[src/rtl/gbnsw_pkg.sv]
// Shared types and constants for the go-back-n sender window.
// No dependencies; imported by every module of the block except gbnsw_ram.
package gbnsw_pkg;

   localparam int DEF_SEQ_BITS     = 3;
   localparam int DEF_WINDOW       = 4;
   localparam int DEF_PAYLOAD_BITS = 32;

   typedef enum logic [1:0] {
      KIND_SEND    = 2'd0,
      KIND_ACK     = 2'd1,
      KIND_TIMEOUT = 2'd2
   } kind_type;

   typedef enum logic [1:0] {
      TMR_NONE    = 2'd0,
      TMR_START   = 2'd1,
      TMR_RESTART = 2'd2,
      TMR_STOP    = 2'd3
   } timer_cmd_type;

   typedef enum logic {
      ST_IDLE = 1'b0,
      ST_RETX = 1'b1
   } state_type;

   // controller -> datapath
   typedef struct packed {
      logic take;       // request transaction accepted this cycle
      logic retx_step;  // load one retransmitted packet into the output register
   } cmd_type;

   // datapath -> controller
   typedef struct packed {
      logic out_free;     // output register can be loaded this cycle
      logic burst_start;  // current request is a timeout with packets outstanding
      logic burst_more;   // more packets follow the one being retransmitted
   } status_type;

endpackage

[src/rtl/gbnsw_ram.sv]
// Generic simple dual-port RAM, one write and one registered read port.
// No dependencies.
module gbnsw_ram #(
   parameter int WIDTH     = 32,
   parameter int DEPTH     = 4,
   parameter int ADDR_BITS = (DEPTH > 1) ? $clog2(DEPTH) : 1
) (
   input  logic                 clock,
   input  logic                 wr_en,
   input  logic [ADDR_BITS-1:0] wr_addr,
   input  logic [WIDTH-1:0]     wr_data,
   input  logic                 rd_en,
   input  logic [ADDR_BITS-1:0] rd_addr,
   output logic [WIDTH-1:0]     rd_data
);

   logic [WIDTH-1:0] mem_ff [DEPTH];
   logic [WIDTH-1:0] rd_data_ff;

   always_ff @(posedge clock) begin
      if (wr_en) begin
         mem_ff[wr_addr] <= wr_data;
      end
      if (rd_en) begin
         rd_data_ff <= mem_ff[rd_addr];
      end
   end

   assign rd_data = rd_data_ff;

endmodule

[src/rtl/gbnsw_ctrl.sv]
// Controller: request handshake and retransmit burst sequencing.
// Depends on gbnsw_pkg.
module gbnsw_ctrl
   import gbnsw_pkg::*;
(
   input  logic       clock,
   input  logic       reset,
   input  logic       req_valid,
   output logic       req_stall,
   input  status_type status,
   output cmd_type    cmd
);

   state_type state_ff, state_in;

   always_ff @(posedge clock) begin
      if (reset) begin
         state_ff <= ST_IDLE;
      end else begin
         state_ff <= state_in;
      end
   end

   always_comb begin
      state_in      = state_ff;
      cmd.take      = 1'b0;
      cmd.retx_step = 1'b0;
      req_stall     = 1'b1;
      case (state_ff)
         ST_IDLE: begin
            req_stall = !status.out_free;
            if (req_valid && status.out_free) begin
               cmd.take = 1'b1;
               if (status.burst_start) begin
                  state_in = ST_RETX;
               end
            end
         end
         ST_RETX: begin
            if (status.out_free) begin
               cmd.retx_step = 1'b1;
               if (!status.burst_more) begin
                  state_in = ST_IDLE;
               end
            end
         end
         default: begin
            state_in = ST_IDLE;
         end
      endcase
   end

endmodule

[src/rtl/gbnsw_dp.sv]
// Datapath: window pointers, packet store, burst counters and result register.
// Depends on gbnsw_pkg and gbnsw_ram.
module gbnsw_dp
   import gbnsw_pkg::*;
#(
   parameter int SEQ_BITS     = DEF_SEQ_BITS,
   parameter int WINDOW       = DEF_WINDOW,
   parameter int PAYLOAD_BITS = DEF_PAYLOAD_BITS
) (
   input  logic                    clock,
   input  logic                    reset,
   input  cmd_type                 cmd,
   output status_type              status,
   input  logic [1:0]              req_kind,
   input  logic [PAYLOAD_BITS-1:0] req_payload,
   input  logic [SEQ_BITS-1:0]     req_ack_num,
   input  logic                    req_ack_ok,
   output logic                    rsp_valid,
   input  logic                    rsp_stall,
   output logic                    rsp_accepted,
   output logic                    rsp_tx_valid,
   output logic [SEQ_BITS-1:0]     rsp_tx_seq,
   output logic [PAYLOAD_BITS-1:0] rsp_tx_payload,
   output logic [1:0]              rsp_timer_cmd,
   output logic                    rsp_last
);

   localparam int ADDR_BITS = (WINDOW > 1) ? $clog2(WINDOW) : 1;
   localparam int CNT_BITS  = SEQ_BITS + 1;
   localparam logic [SEQ_BITS-1:0] WIN_MASK = SEQ_BITS'(WINDOW - 1);
   localparam logic [CNT_BITS-1:0] WIN_CNT  = CNT_BITS'(WINDOW);
   localparam logic [SEQ_BITS-1:0] SEQ_ONE  = SEQ_BITS'(1);
   localparam logic [CNT_BITS-1:0] CNT_ONE  = CNT_BITS'(1);

   logic [SEQ_BITS-1:0] base_ff, base_in;
   logic [SEQ_BITS-1:0] next_ff, next_in;
   logic [CNT_BITS-1:0] idx_ff, idx_in;
   logic [CNT_BITS-1:0] cnt_ff, cnt_in;

   logic                    valid_ff, valid_in;
   logic                    acc_ff, acc_in;
   logic                    txv_ff, txv_in;
   logic [SEQ_BITS-1:0]     seq_ff, seq_in;
   logic [PAYLOAD_BITS-1:0] pay_ff, pay_in;
   logic [1:0]              tcmd_ff, tcmd_in;
   logic                    last_ff, last_in;

   logic [SEQ_BITS-1:0]     outst;
   logic                    full;
   logic [CNT_BITS-1:0]     idx_nxt;
   logic [SEQ_BITS-1:0]     retx_seq;
   logic [SEQ_BITS-1:0]     new_base;
   logic                    load;

   logic                    wr_en, rd_en;
   logic [ADDR_BITS-1:0]    wr_addr, rd_addr;
   logic [PAYLOAD_BITS-1:0] rd_data;

   gbnsw_ram #(
      .WIDTH (PAYLOAD_BITS),
      .DEPTH (WINDOW)
   ) u_store (
      .clock   (clock),
      .wr_en   (wr_en),
      .wr_addr (wr_addr),
      .wr_data (req_payload),
      .rd_en   (rd_en),
      .rd_addr (rd_addr),
      .rd_data (rd_data)
   );

   assign outst    = next_ff - base_ff;
   assign full     = {1'b0, outst} >= WIN_CNT;
   assign idx_nxt  = idx_ff + CNT_ONE;
   assign retx_seq = base_ff + idx_ff[SEQ_BITS-1:0];
   assign new_base = req_ack_num + SEQ_ONE;

   assign status.out_free    = !valid_ff || !rsp_stall;
   assign status.burst_start = (req_kind == KIND_TIMEOUT) && (outst != '0);
   assign status.burst_more  = idx_nxt < cnt_ff;

   assign load = (cmd.take && !status.burst_start) || cmd.retx_step;

   always_comb begin
      base_in = base_ff;
      next_in = next_ff;
      idx_in  = idx_ff;
      cnt_in  = cnt_ff;
      acc_in  = 1'b0;
      txv_in  = 1'b0;
      seq_in  = '0;
      pay_in  = '0;
      tcmd_in = TMR_NONE;
      last_in = 1'b1;
      wr_en   = 1'b0;
      wr_addr = ADDR_BITS'(next_ff & WIN_MASK);
      rd_en   = 1'b0;
      rd_addr = ADDR_BITS'(base_ff & WIN_MASK);

      if (cmd.take) begin
         case (req_kind)
            KIND_SEND: begin
               if (!full) begin
                  wr_en   = 1'b1;
                  acc_in  = 1'b1;
                  txv_in  = 1'b1;
                  seq_in  = next_ff;
                  pay_in  = req_payload;
                  tcmd_in = (base_ff == next_ff) ? TMR_START : TMR_NONE;
                  next_in = next_ff + SEQ_ONE;
               end
            end
            KIND_ACK: begin
               if (req_ack_ok) begin
                  base_in = new_base;
                  tcmd_in = (new_base == next_ff) ? TMR_STOP : TMR_RESTART;
               end
            end
            KIND_TIMEOUT: begin
               if (status.burst_start) begin
                  // prefetch the packet at the window base
                  rd_en  = 1'b1;
                  idx_in = '0;
                  cnt_in = full ? WIN_CNT : {1'b0, outst};
               end else begin
                  tcmd_in = TMR_RESTART;
               end
            end
            default: begin
            end
         endcase
      end else if (cmd.retx_step) begin
         txv_in  = 1'b1;
         seq_in  = retx_seq;
         pay_in  = rd_data;
         tcmd_in = (idx_ff == '0) ? TMR_RESTART : TMR_NONE;
         last_in = !status.burst_more;
         if (status.burst_more) begin
            idx_in  = idx_nxt;
            rd_en   = 1'b1;
            rd_addr = ADDR_BITS'((retx_seq + SEQ_ONE) & WIN_MASK);
         end
      end
   end

   always_comb begin
      valid_in = valid_ff;
      if (load) begin
         valid_in = 1'b1;
      end else if (valid_ff && !rsp_stall) begin
         valid_in = 1'b0;
      end
   end

   always_ff @(posedge clock) begin
      if (reset) begin
         base_ff  <= SEQ_ONE;
         next_ff  <= SEQ_ONE;
         idx_ff   <= '0;
         cnt_ff   <= '0;
         valid_ff <= 1'b0;
      end else begin
         base_ff  <= base_in;
         next_ff  <= next_in;
         idx_ff   <= idx_in;
         cnt_ff   <= cnt_in;
         valid_ff <= valid_in;
      end
   end

   always_ff @(posedge clock) begin
      if (load) begin
         acc_ff  <= acc_in;
         txv_ff  <= txv_in;
         seq_ff  <= seq_in;
         pay_ff  <= pay_in;
         tcmd_ff <= tcmd_in;
         last_ff <= last_in;
      end
   end

   assign rsp_valid      = valid_ff;
   assign rsp_accepted   = acc_ff;
   assign rsp_tx_valid   = txv_ff;
   assign rsp_tx_seq     = seq_ff;
   assign rsp_tx_payload = pay_ff;
   assign rsp_timer_cmd  = tcmd_ff;
   assign rsp_last       = last_ff;

endmodule

[src/rtl/go_back_n_sender_window.sv]
// Go-back-n sender window, top level.
// Send, ack and other requests: result registered in the cycle after acceptance, one
// request per cycle unless the output stalls. Timeout with packets outstanding: up to
// WINDOW go one per cycle unless stalled (store read pipelined one ahead); requests wait.
// Synchronous reset sets window base and next sequence to 1; packet store is not cleared.
// Depends on gbnsw_pkg, gbnsw_ctrl, gbnsw_dp, gbnsw_ram.
module go_back_n_sender_window
   import gbnsw_pkg::*;
#(
   parameter int SEQ_BITS     = DEF_SEQ_BITS,
   parameter int WINDOW       = DEF_WINDOW,
   parameter int PAYLOAD_BITS = DEF_PAYLOAD_BITS
) (
   input  logic                    clock,
   input  logic                    reset,
   input  logic                    req_valid,
   output logic                    req_stall,
   input  logic [1:0]              req_kind,
   input  logic [PAYLOAD_BITS-1:0] req_payload,
   input  logic [SEQ_BITS-1:0]     req_ack_num,
   input  logic                    req_ack_ok,
   output logic                    rsp_valid,
   input  logic                    rsp_stall,
   output logic                    rsp_accepted,
   output logic                    rsp_tx_valid,
   output logic [SEQ_BITS-1:0]     rsp_tx_seq,
   output logic [PAYLOAD_BITS-1:0] rsp_tx_payload,
   output logic [1:0]              rsp_timer_cmd,
   output logic                    rsp_last
);

   cmd_type    cmd;
   status_type status;

   gbnsw_ctrl u_ctrl (
      .clock     (clock),
      .reset     (reset),
      .req_valid (req_valid),
      .req_stall (req_stall),
      .status    (status),
      .cmd       (cmd)
   );

   gbnsw_dp #(
      .SEQ_BITS     (SEQ_BITS),
      .WINDOW       (WINDOW),
      .PAYLOAD_BITS (PAYLOAD_BITS)
   ) u_dp (
      .clock          (clock),
      .reset          (reset),
      .cmd            (cmd),
      .status         (status),
      .req_kind       (req_kind),
      .req_payload    (req_payload),
      .req_ack_num    (req_ack_num),
      .req_ack_ok     (req_ack_ok),
      .rsp_valid      (rsp_valid),
      .rsp_stall      (rsp_stall),
      .rsp_accepted   (rsp_accepted),
      .rsp_tx_valid   (rsp_tx_valid),
      .rsp_tx_seq     (rsp_tx_seq),
      .rsp_tx_payload (rsp_tx_payload),
      .rsp_timer_cmd  (rsp_timer_cmd),
      .rsp_last       (rsp_last)
   );

endmodule

[config.mk]
export PLATFORM = sky130hd
export DESIGN_NAME = go_back_n_sender_window
export DESIGN_NICKNAME = d
export VERILOG_FILES = /design/src/rtl/gbnsw_pkg.sv /design/src/rtl/gbnsw_ram.sv /design/src/rtl/gbnsw_ctrl.sv /design/src/rtl/gbnsw_dp.sv /design/src/rtl/go_back_n_sender_window.sv
export SDC_FILE = /design/constraint.sdc
export NUM_CORES = 1
export LEC_CHECK = 0
export ABC_AREA = 1
export BUFFER_PORTS_ARGS = -buffer_cell sky130_fd_sc_hd__buf_2
export CELL_PAD_IN_SITES_DETAIL_PLACEMENT = 0
export CELL_PAD_IN_SITES_GLOBAL_PLACEMENT = 1
export CORE_ASPECT_RATIO = 1.1
export CORE_MARGIN = 8
export CORE_UTILIZATION = 50
export CTS_CLUSTER_SIZE = 30
export DETAILED_ROUTE_END_ITERATION = 8
export GPL_TIMING_DRIVEN = 0
export HOLD_SLACK_MARGIN = 0.12
export PLACE_DENSITY_LB_ADDON = 0.1
export SLEW_MARGIN = 20
export SYNTH_ARGS = -nofsm -noshare
export SYNTH_HDL_FRONTEND = slang
export SYNTH_SLANG_ARGS = --single-unit
[constraint.sdc]
create_clock -name clock -period 11.4 [get_ports clock]
set_clock_uncertainty 0.15 [all_clocks]
set_input_delay 2.28 -clock clock [delete_from_list [all_inputs] [get_ports clock]]
set_output_delay 2.28 -clock clock [all_outputs]
set_load 0.005 [all_outputs]
**After elaboration in Yosys (flattened, before gate mapping)**

Memories as Yosys holds them, arrays and structs flattened. A register that Yosys moved wholly into a read port is not among the register bits.
Cells that the tools add are included.

- Register bits after elaboration: 56
- Bits in writable memories: 128
- Word-level logic and storage cells: 100
- Memories kept: 1

Memory list:

| name | words | bits a word | rd ports | clocked after Yosys merged registers in | wr ports | line | source |
|---|---|---|---|---|---|---|---|
| u_dp.u_store.mem_ff | 4 | 32 | 1 | 1 | 1 | gbnsw_ram.sv:17 | `logic [WIDTH-1:0] mem_ff [DEPTH];` |

- Add/sub/neg operators: 6
- $lt $le $gt $ge: 2
- Equal/unequal tests: 6
- Muxes and demuxes: 48
- Bitwise logic cells: 3
- Reduce and logical (&&, ||, !) cells: 22

Operators by type and width:

| operator | count |
|---|---|
| 32-bit 2-to-1 mux | 4 |
| 1-bit 2-to-1 mux | 23 |
| 4-bit 2-to-1 mux | 5 |
| 2-bit 2-to-1 mux | 9 |
| 3-bit 2-to-1 mux | 5 |
| 3-bit AND reduction | 3 |
| 3-bit by 1-bit adder with 3-bit output, second input constant | 2 |
| 3-bit equality test | 2 |
| 2-bit case mux with 3 select lines | 1 |
| 2-bit nonzero test | 3 |
| 1-bit zero test | 5 |
| 4-bit by 1-bit adder with 4-bit output, second input constant | 1 |
| 1-bit logical AND | 4 |
| 4-bit zero test | 1 |
| 4-bit < comparator | 1 |
| 2-bit inequality test, second input constant | 2 |
| 4-bit AND reduction | 1 |
| 3-bit adder | 1 |
| 3-bit greater-or-equal comparator, second input constant | 1 |
| 1-bit inverter | 3 |
| 3-bit nonzero test | 1 |
| 3-bit subtractor | 1 |
| 2-bit by 1-bit adder with 2-bit output, second input constant | 1 |
| 2-bit by 1-bit equality test with 1-bit output, second input constant | 1 |
| 5 further kinds | 6 |

**Logic depth before layout (Yosys ltp)**

Gate-level depths: netlist of run 1.

- Depth in word-level cells: 8
- Mapped depth: 13
- Depth with buffers taken out: 12

**Modules after synthesis**

A second synthesis of run 1 with hierarchy kept.

- Cell total of the unflattened synthesis: 786
- Area total of the unflattened synthesis: 9100.0 um^2

By module, submodules not included:

| module | times used | cells an instance | area an instance (um^2) | sequential area each (um^2) |
|---|---|---|---|---|
| gbnsw_ram | 1 | 541 | 6398.6 | 4804.6 |
| gbnsw_dp | 1 | 233 | 2636.3 | 1481.4 |
| gbnsw_ctrl | 1 | 12 | 65.1 | 20.0 |

**Worst setup path after synthesis of run 1**

Ideal clock, no wire load.

- Path kind: in2out
- From: input rsp_stall
- To: output req_stall
- Arrival time: 2.590 ns
- Data required time: 8.970 ns
- Slack: 6.380 ns
- Stages: 4
- Path through: nand2_1 inv_1 nor2_1 inv_1

- Cells in the longest elaborated chain, start to end: 4

RTL lines:

| element | line | source |
|---|---|---|
| start: declaration | go_back_n_sender_window.sv:23 | `input logic rsp_stall,` |
| 1-bit zero test | gbnsw_dp.sv:78 | `assign status.out_free = !valid_ff \|\| !rsp_stall;` |
| 1-bit logical OR | gbnsw_dp.sv:78 |  |
| 1-bit zero test | gbnsw_ctrl.sv:31 | `req_stall = !status.out_free;` |
| 1-bit 2-to-1 mux | gbnsw_ctrl.sv:29 | `case (state_ff)` |
| end: declaration | go_back_n_sender_window.sv:17 | `output logic req_stall,` |

No other way between the ends.

**Worst setup path after layout of run 1**

Ends and elaborated chain as after synthesis.

==> results.txt, run 1 <==
The internal power is 1.297 mW. The total global routing track utilization came out at 18.82%. sky130_fd_sc_hd__edfxtp_1 takes more of the synthesized area than any other cell. The switching portion of total power came out at 22.16%.

The headroom to the max-slew limit is 52.37%. On the critical path, the stage with the largest delay is an instance of sky130_fd_sc_hd__nor2_1. Relative to the synthesized area, the layout overhead comes to 16.72%.

The commonest cells after synthesis are sky130_fd_sc_hd__edfxtp_1, sky130_fd_sc_hd__nand3_1, sky130_fd_sc_hd__inv_1. The worst setup path startpoint is rsp_stall. The die extent in x is 145.7 um. The number of nets at the end of the flow is 920. The pin slew with the least headroom to its limit is 0.7145 ns. Setup repair after global routing left no endpoint under its margin. The async set or reset register ratio after synthesis came out at 0%.

The synthesized instance count is 752. The number of detailed-routing iterations run before antenna repair came out at 5. CTS built an H-tree with a depth of 1. For this design, the sink count on the clock tree is 215. The share of cell area taken by muxes after synthesis came out at 0%. Once the clock tree was built, the resizer swapped 0 gates to a different size.

The average instance in the mapped netlist occupies 12.30 um2. The xor and xnor area share after synthesis is 0.7575%. The relative contribution of combinational cells to total power is 7.0%.

The adder and majority cell fraction of the synthesized area came out at 2.056%. Buffers added to address setup during post-CTS repair amount to 0. The most repeated cell in the gate-level netlist after synthesis is sky130_fd_sc_hd__edfxtp_1. By startpoint and endpoint, the worst setup path is classified as in -> out. In this run, post-CTS hold repair placed 0 buffers.

After global routing the overflow that remains totals 0. The insertion delay of the later-clocked pin in the worst-skew pair is 0.52 ns. The I/O pin total came out at 84. TritonCTS built the clock tree.

The buffer levels on the longest clock path came out at 3. The cell leakage power came out at 4.421 nW. The final number of max-transition violations is 0. Power spread over the standard cell area amounts to 154.4 nW/um2. The mapped netlist covers 9250 um2. The number of antenna violations at the first check in global routing is 0.

In this run the critical register-to-register path is launched from u_dp.next_ff[0]. For this block, the initial DRC count from the detailed router was 408. The largest fanout on the critical path came out at 3. The via count of the first global-routing pass came out at 6,177. The critical path goes through buf_2, nand2_1, inv_1, nor2_1, inv_1, buf_2. The class of the worst hold path is reg -> reg. The worst setup path is captured at a primary output. In the post-synthesis netlist, the biggest area contributors are sky130_fd_sc_hd__edfxtp_1, sky130_fd_sc_hd__nand3_1, sky130_fd_sc_hd__inv_1, sky130_fd_sc_hd__nand2_1, sky130_fd_sc_hd__dfxtp_1.

The smallest clock period supported by the final layout is computed as 5.269 ns. The clock input transition at the sequential cells of the worst setup and hold paths came out at 0.06 ns. The effective utilization at floorplan came out at 50.60%. After routing the design area is 10,800 um2. The highest attainable clock frequency is 189.8 MHz. The remaining design rule violation count came out at 0. Summing the areas of all compound-gate instances in the mapped netlist gives 4.545% of the synthesized area. After detailed routing, the number of vias per cell comes to 5.253. The antenna cell count is 0. The total of fill cells in the finished design came out at 1,496. The sequential share of power is 54.1%. The count of cell types in the netlist came out at 35. The worst hold path begins at u_dp.cnt_ff[2]. The largest voltage drop on the vdd net came out at 0.0001260 V. Setup violations remaining at the end of the flow were counted as 0. For this block, the routed nets add up to 21,470 um of wire. The most used flip-flop cell after synthesis is sky130_fd_sc_hd__edfxtp_1. The tool flagged a number of max-cap violations equal to 0. The sequential cell area fraction in the yosys report came out at 68.17%. For this run, the slowest stage of the critical path takes 0.15 ns.

The area of the die came out at 23,110 um2. STA puts the critical path data arrival time at 2.84 ns. At the worst endpoint, the required time is 8.97 ns. The count of final hold-check violations is 0. The number of nets handed over by synthesis was 808. Port buffering added 82 buffers. Of the cells placed in the final design, the portion with a size suffix greater than 1 is 18.86%. The switching power total came out at 369.4 uW.

The final weighted congestion of routability-driven global placement came out at 0.8331. The half-perimeter wire length after placement came out at 13,590 um. The share of Yosys cell area claimed by the top area cell type came out at 64.93%. The worst setup path is launched from an input port. The final total negative setup slack came out at 0 ns. The average routed wire per standard cell is 19.11 um. The share of total power in the clock network came out at 39.0%.

The warning count from the yosys run came out at 0. The worst path uses 46.22% of the clock period. In this run, synthesis produced a sequential element count of 215. The wire length of the first global-routing pass is 33,820 um. The area inside the core boundary is 18,280 um2.

The pin count of the biggest net entering global routing is 26. The routed layout has 5,899 vias. The utilization of the core after routing is 59.05%. The post-route antenna net violation count is 0. The instance area at placement came out at 10,160 um2. The number of enable-type register cells in the synthesized netlist is 200. The root buffer cell chosen for the clock tree is sky130_fd_sc_hd__clkbuf_16. The overall die height came out at 158.7 um. In this run the core area contains 52 standard-cell rows. TritonCTS created 22 clock buffers.

After synthesis, the largest family of logic cells by area is simple AND/OR/NAND/NOR gates. The post-synthesis share of cell area spent on and, or, nand and nor gates came out at 15.79%. The flow ran to the end, and the final reports show no timing, DRC or antenna violations.
area by class of cell:
cell class,instances,area (um2),area share (%)
sequential,215,6306,58.41
clock buffer,31,584.3,5.412
timing repair buffer,88,568.0,5.261
buffer,37,332.8,3.083
multi-input combinational,375,2176,20.15
tap,243,304.0,2.816
clock inverter,9,55.05,0.5099
inverter,125,470.5,4.357
cells in the final DEF, fill, tap and decap left out, types with 7 or more instances in the layout:
cell type | netlist | layout
sky130_fd_sc_hd__clkinv_2 | 1 | 8
sky130_fd_sc_hd__dfxtp_1 | 15 | 15
sky130_fd_sc_hd__clkbuf_16 | 0 | 22
sky130_fd_sc_hd__nand3_1 | 134 | 134
sky130_fd_sc_hd__buf_2 | 8 | 90
sky130_fd_sc_hd__inv_1 | 122 | 122
sky130_fd_sc_hd__a22o_1 | 32 | 32
sky130_fd_sc_hd__clkbuf_1 | 6 | 15
sky130_fd_sc_hd__nor2_1 | 11 | 7
sky130_fd_sc_hd__edfxtp_1 | 200 | 200
sky130_fd_sc_hd__nand3b_1 | 32 | 32
sky130_fd_sc_hd__o21ai_0 | 7 | 7
sky130_fd_sc_hd__ha_1 | 12 | 12
sky130_fd_sc_hd__a21oi_1 | 14 | 14
sky130_fd_sc_hd__nand2_1 | 103 | 101
critical path: cells and delay by family:
kind	cells	cell delay, ns
buf+inv	4	0.32
simple gates	2	0.24
metal layers:
| layer | wire length, um | part of all wire, % | global-route usage [%] | vias up |
|---|---|---|---|---|
| li1 | - | - | - | 2830 |
| met1 | 9104 | 42 | 23.01 | 2870 |
| met2 | 10690 | 50 | 32.90 | 170 |
| met3 | 1221 | 5.7 | 3.923 | 29 |
| met4 | 450 | 2.1 | 6.101 | 0 |
| met5 | 0 | 0 | 0 | - |
through the flow:
stage | total power, mW | setup slack [ns] | hold WS (ns) | cells
floorplan | 0.9772 | 6.380 | 0.2909 | 752
global placement | 1.028 | 4.779 | 0.3064 | 1077
detailed placement | 1.036 | 6.131 | 0.3058 | 1083
CTS | 1.687 | 6.127 | 0.3147 | 1123
global route | 1.731 | 6.079 | 0.3414 | 1123
finish | 1.667 | 6.131 | 0.3116 | 1123
registers in the layout (all words and copies together), names as in the netlist:
signal,flops
u_dp.rsp_accepted,1
u_dp.rsp_tx_seq,3
u_dp.next_ff,3
u_dp.cnt_ff,3
u_dp.idx_ff,4
u_dp.rsp_tx_payload,32
u_dp.rsp_tx_valid,1
u_dp.u_store.mem_ff,128
u_dp.base_ff,3
u_dp.rsp_last,1
u_dp.u_store.rd_data,32
u_ctrl.state_ff,1
u_dp.rsp_timer_cmd,2
u_dp.rsp_valid,1
power by group through the flow:
stage | combinational, mW | clock, mW | sequential (mW)
after detailed placement | 0.118 | 0 | 0.918
after global placement | 0.109 | 0 | 0.919
after CTS | 0.119 | 0.667 | 0.901
final | 0.116 | 0.649 | 0.901
after global routing | 0.129 | 0.699 | 0.903
after floorplan | 0.0564 | 0 | 0.921
worst paths after layout:
check / to / slack (ns) / cells past startpoint
setup reg to reg: u_dp.u_store.mem_ff[2][1] / 7.89 / 8
hold reg to reg: u_dp.cnt_ff[2] / 0.31 / 2
hold / removal: u_dp.cnt_ff[2] / 0.31 / 2
setup / recovery: req_stall / 6.13 / 6
cells by family (layout without fill, tap and decap cells):
family / count (synthesis) / in the layout
buf+inv: 162 / 290
flops: 215 / 215
xor+xnor: 8 / 8
fa+ha+maj: 14 / 14
compound gates: 57 / 57
simple gates: 296 / 296
No activity file was read; power rests on OpenSTA's default activity.
==> run 2: changes to the inputs <==
--- a/config.mk
+++ b/config.mk
@@ -11,7 +11,7 @@
 export CELL_PAD_IN_SITES_GLOBAL_PLACEMENT = 1
 export CORE_ASPECT_RATIO = 1.1
 export CORE_MARGIN = 8
-export CORE_UTILIZATION = 50
+export CORE_UTILIZATION = 48
 export CTS_CLUSTER_SIZE = 30
 export DETAILED_ROUTE_END_ITERATION = 8
 export GPL_TIMING_DRIVEN = 0
==> constraint.sdc (replaced) <==
create_clock -name clock -period 4.9 [get_ports clock]
set_clock_uncertainty 0.15 [all_clocks]
set_input_delay 0.98 -clock clock [delete_from_list [all_inputs] [get_ports clock]]
set_output_delay 0.98 -clock clock [all_outputs]
set_load 0.005 [all_outputs]
==> results.txt, run 2 (synthesis results as in run 1) <==
Status: complete, no violations (unchanged). The quantity of gates resized following cts was 0 (unchanged). The total number of vias came out at 5,917 (was 5,899).

Of the available clock period, the critical path in the final layout requires 71.60%. The count of final hold-check violations is 0 (unchanged). The share of total power in the clock network is 40.1% (was 39.0%). The endpoint required time on the critical path is 4.95 ns (was 8.97 ns). The sequential share of power is 53.0% (was 54.1%). The largest fanout on the critical path is 18 (was 3). The number of nets at the end of the flow is 921 (was 920).

The average routed wire per standard cell came to 18.89 um (was 19.11 um). The relative contribution of combinational cells to total power came out at 6.8% (was 7.0%). The cell leakage power is 4.426 nW (was 4.421 nW). The kind of start point of the critical path is a register (was input port). The commonest non-fill, non-tap cell in the layout is sky130_fd_sc_hd__edfxtp_1 (unchanged). The routed length on met2 is 10,850 um (was 10,690 um). The hold buffer count at cts came out at 0 (unchanged). The I/O pin total is 84 (unchanged). The wire length of the first global-routing pass is 33,890 um (was 33,820 um). The final total negative setup slack came to 0 ns (unchanged). The root buffer cell was sky130_fd_sc_hd__clkbuf_16 (unchanged). The clock input transition at the sequential cells of the worst setup and hold paths is 0.05 ns (was 0.06 ns). The via count of the first global-routing pass came out at 6,285 (was 6,177).

The DRC marker count from the first detailed-route iteration is 385 (was 408). The final weighted congestion of routability-driven global placement is 0.8396 (was 0.8331). The highest attainable clock frequency is 285.0 MHz. The total wirelength of the detailed-routed design came out at 21,270 um (was 21,470 um). The type of destination of the critical path is a register (was primary output). The number of antenna violations at the first check in global routing was 0 (unchanged). The post-CTS setup buffer count came out at 0 (unchanged). The worst path arrival time is 3.56 ns (was 2.84 ns). The class of the worst hold path is reg -> reg (unchanged). The final number of max-transition violations was 0 (unchanged). The post-placement setup slack is 1.341 ns (was 6.131 ns). The flip-flop count of the largest register after layout was 128 (unchanged). The headroom to the max-slew limit came out at 56.44% (was 52.37%). The overall die height was 161.6 um (was 158.7 um). The instance area at placement is 10,150 um2 (was 10,160 um2). The buffer levels on the longest clock path is 3 (unchanged). The post-detailed-route via-to-cell ratio was 5.255 (was 5.253).

The number of buffers inserted during clock tree synthesis came out at 23 (was 22). The switching power total came out at 859.0 uW (was 369.4 uW). The area inside the core boundary came out at 19,030 um2 (was 18,280 um2). The overall overflow remaining after global route is 0 (unchanged). The total of fill cells in the finished design came out at 1,597 (was 1,496).

The switching portion of total power came out at 21.73% (was 22.16%). The minimum clock period after layout is 3.508 ns. The fraction of layout cells with a size suffix above 1 came out at 18.54% (was 18.86%).

The count of input and output buffers came out at 82 (unchanged). The detailed-routing wirelength on met1 came to 8852 um (was 9104 um). Leading cell types in the layout, fill and taps excluded: sky130_fd_sc_hd__edfxtp_1, sky130_fd_sc_hd__nand3_1, sky130_fd_sc_hd__inv_1 (unchanged).

The total non-filler cell area in the finished layout came out at 10,820 um2 (was 10,800 um2). The number of placed cells counting well taps is 1,087 (was 1,083). The area of the die came out at 23,970 um2 (was 23,110 um2). The total power per unit cell area is 365.2 nW/um2 (was 154.4 nW/um2). The CTS sink count came out at 215 (unchanged). The effective utilization at floorplan came out at 48.60% (was 50.60%). The TritonCTS clock tree was built (unchanged). The insertion delay of the later-clocked pin in the worst-skew pair is 0.51 ns (was 0.52 ns). The total power draw came out at 3.953 mW (was 1.667 mW). The utilization of the core after routing came out at 56.87% (was 59.05%). The sum of met3 wire segment lengths after detailed routing came out at 1125 um (was 1221 um). The internal power came to 3.094 mW (was 1.297 mW). The H-tree level count came out at 1 (unchanged).

The cell row count is 53 (was 52). The critical setup path kind is reg -> reg (was in -> out). The count of maximum capacitance violations was 0 (unchanged).

The half-perimeter wire length after placement is 13,710 um (was 13,590 um). The post-layout worst setup margin is 1.392 ns (was 6.131 ns). The total global routing track utilization is 18.05% (was 18.82%). The pin count of the biggest net entering global routing is 27 (was 26).

The number of detailed-routing iterations run before antenna repair came out at 5 (unchanged). The top routing layer in use is met4 (unchanged). Unrepaired setup endpoints after global routing: no (unchanged). The number of endpoints failing setup at the final stage is 0 (unchanged).

The growth of design area from synthesis to finish came out at 17.02% (was 16.72%). The die extent in x came out at 148.4 um (was 145.7 um). The post-route antenna net violation count is 0 (unchanged). The antenna cell count is 0 (unchanged). The remaining design rule violation count is 0 (unchanged). The non-filler instance count after layout was 1,126 (was 1,123).

The largest voltage drop on the vdd net came out at 0.0002215 V (was 0.0001260 V). The hold slack came out at 0.3106 ns (was 0.3116 ns). The register containing the most flip-flops in the final layout is u_dp.u_store.mem_ff (unchanged). The pin slew with the least headroom to its limit came out at 0.6535 ns (was 0.7145 ns).
==> run 2: metal layers <==
| layer | up-vias | global-route usage [%] |
|---|---|---|
| met1 | 2877 | 22.08 |
| met5 | - | 0 |
| met4 | 0 | 6.032 |
| li1 | 2838 | - |
| met2 | 162 | 31.78 |
| met3 | 40 | 2.910 |
==> run 2: worst max-delay path, cell delays in order (launching register included) <==
cell and delay [ns]:
sky130_fd_sc_hd__dfxtp_1 0.43, sky130_fd_sc_hd__inv_1 0.15, sky130_fd_sc_hd__ha_1 0.25, sky130_fd_sc_hd__fa_1 0.44, sky130_fd_sc_hd__xnor2_1 0.36, sky130_fd_sc_hd__nand2_1 0.23, sky130_fd_sc_hd__clkbuf_1 0.34, sky130_fd_sc_hd__nor2_4 0.59
sky130_fd_sc_hd__buf_16 0.25
==> run 2: power by group through the flow <==
stage | clock, mW | combinational, mW | sequential (mW)
floorplan | 0 | 0.131 | 2.14
global placement | 0 | 0.255 | 2.14
detailed placement | 0 | 0.276 | 2.14
CTS | 1.62 | 0.277 | 2.10
global route | 1.68 | 0.300 | 2.10
finish | 1.59 | 0.270 | 2.10
==> run 2: path summary, 6_finish.rpt <==
check | cells past startpoint | slack (ns) | start | end
setup / recovery | 8 | 1.39 | u_dp.next_ff[0] | u_dp.u_store.mem_ff[2][1]
hold / removal | 2 | 0.31 | u_dp.cnt_ff[2] | u_dp.cnt_ff[2]
setup reg to reg | 8 | 1.39 | u_dp.next_ff[0] | u_dp.u_store.mem_ff[2][1]
hold reg to reg | 2 | 0.31 | u_dp.cnt_ff[2] | u_dp.cnt_ff[2]
==> run 2: cell type report <==
class | count | area (um2) | area share [%]
Clock inverter | 9 | 67.56 | 0.6242
Sequential cell | 215 | 6306 | 58.26
Inverter | 125 | 470.5 | 4.346
Buffer | 37 | 332.8 | 3.075
Timing Repair Buffer | 88 | 560.5 | 5.179
Multi-Input combinational cell | 375 | 2176 | 20.10
Clock buffer | 30 | 601.8 | 5.560
Tap cell | 247 | 309.0 | 2.855
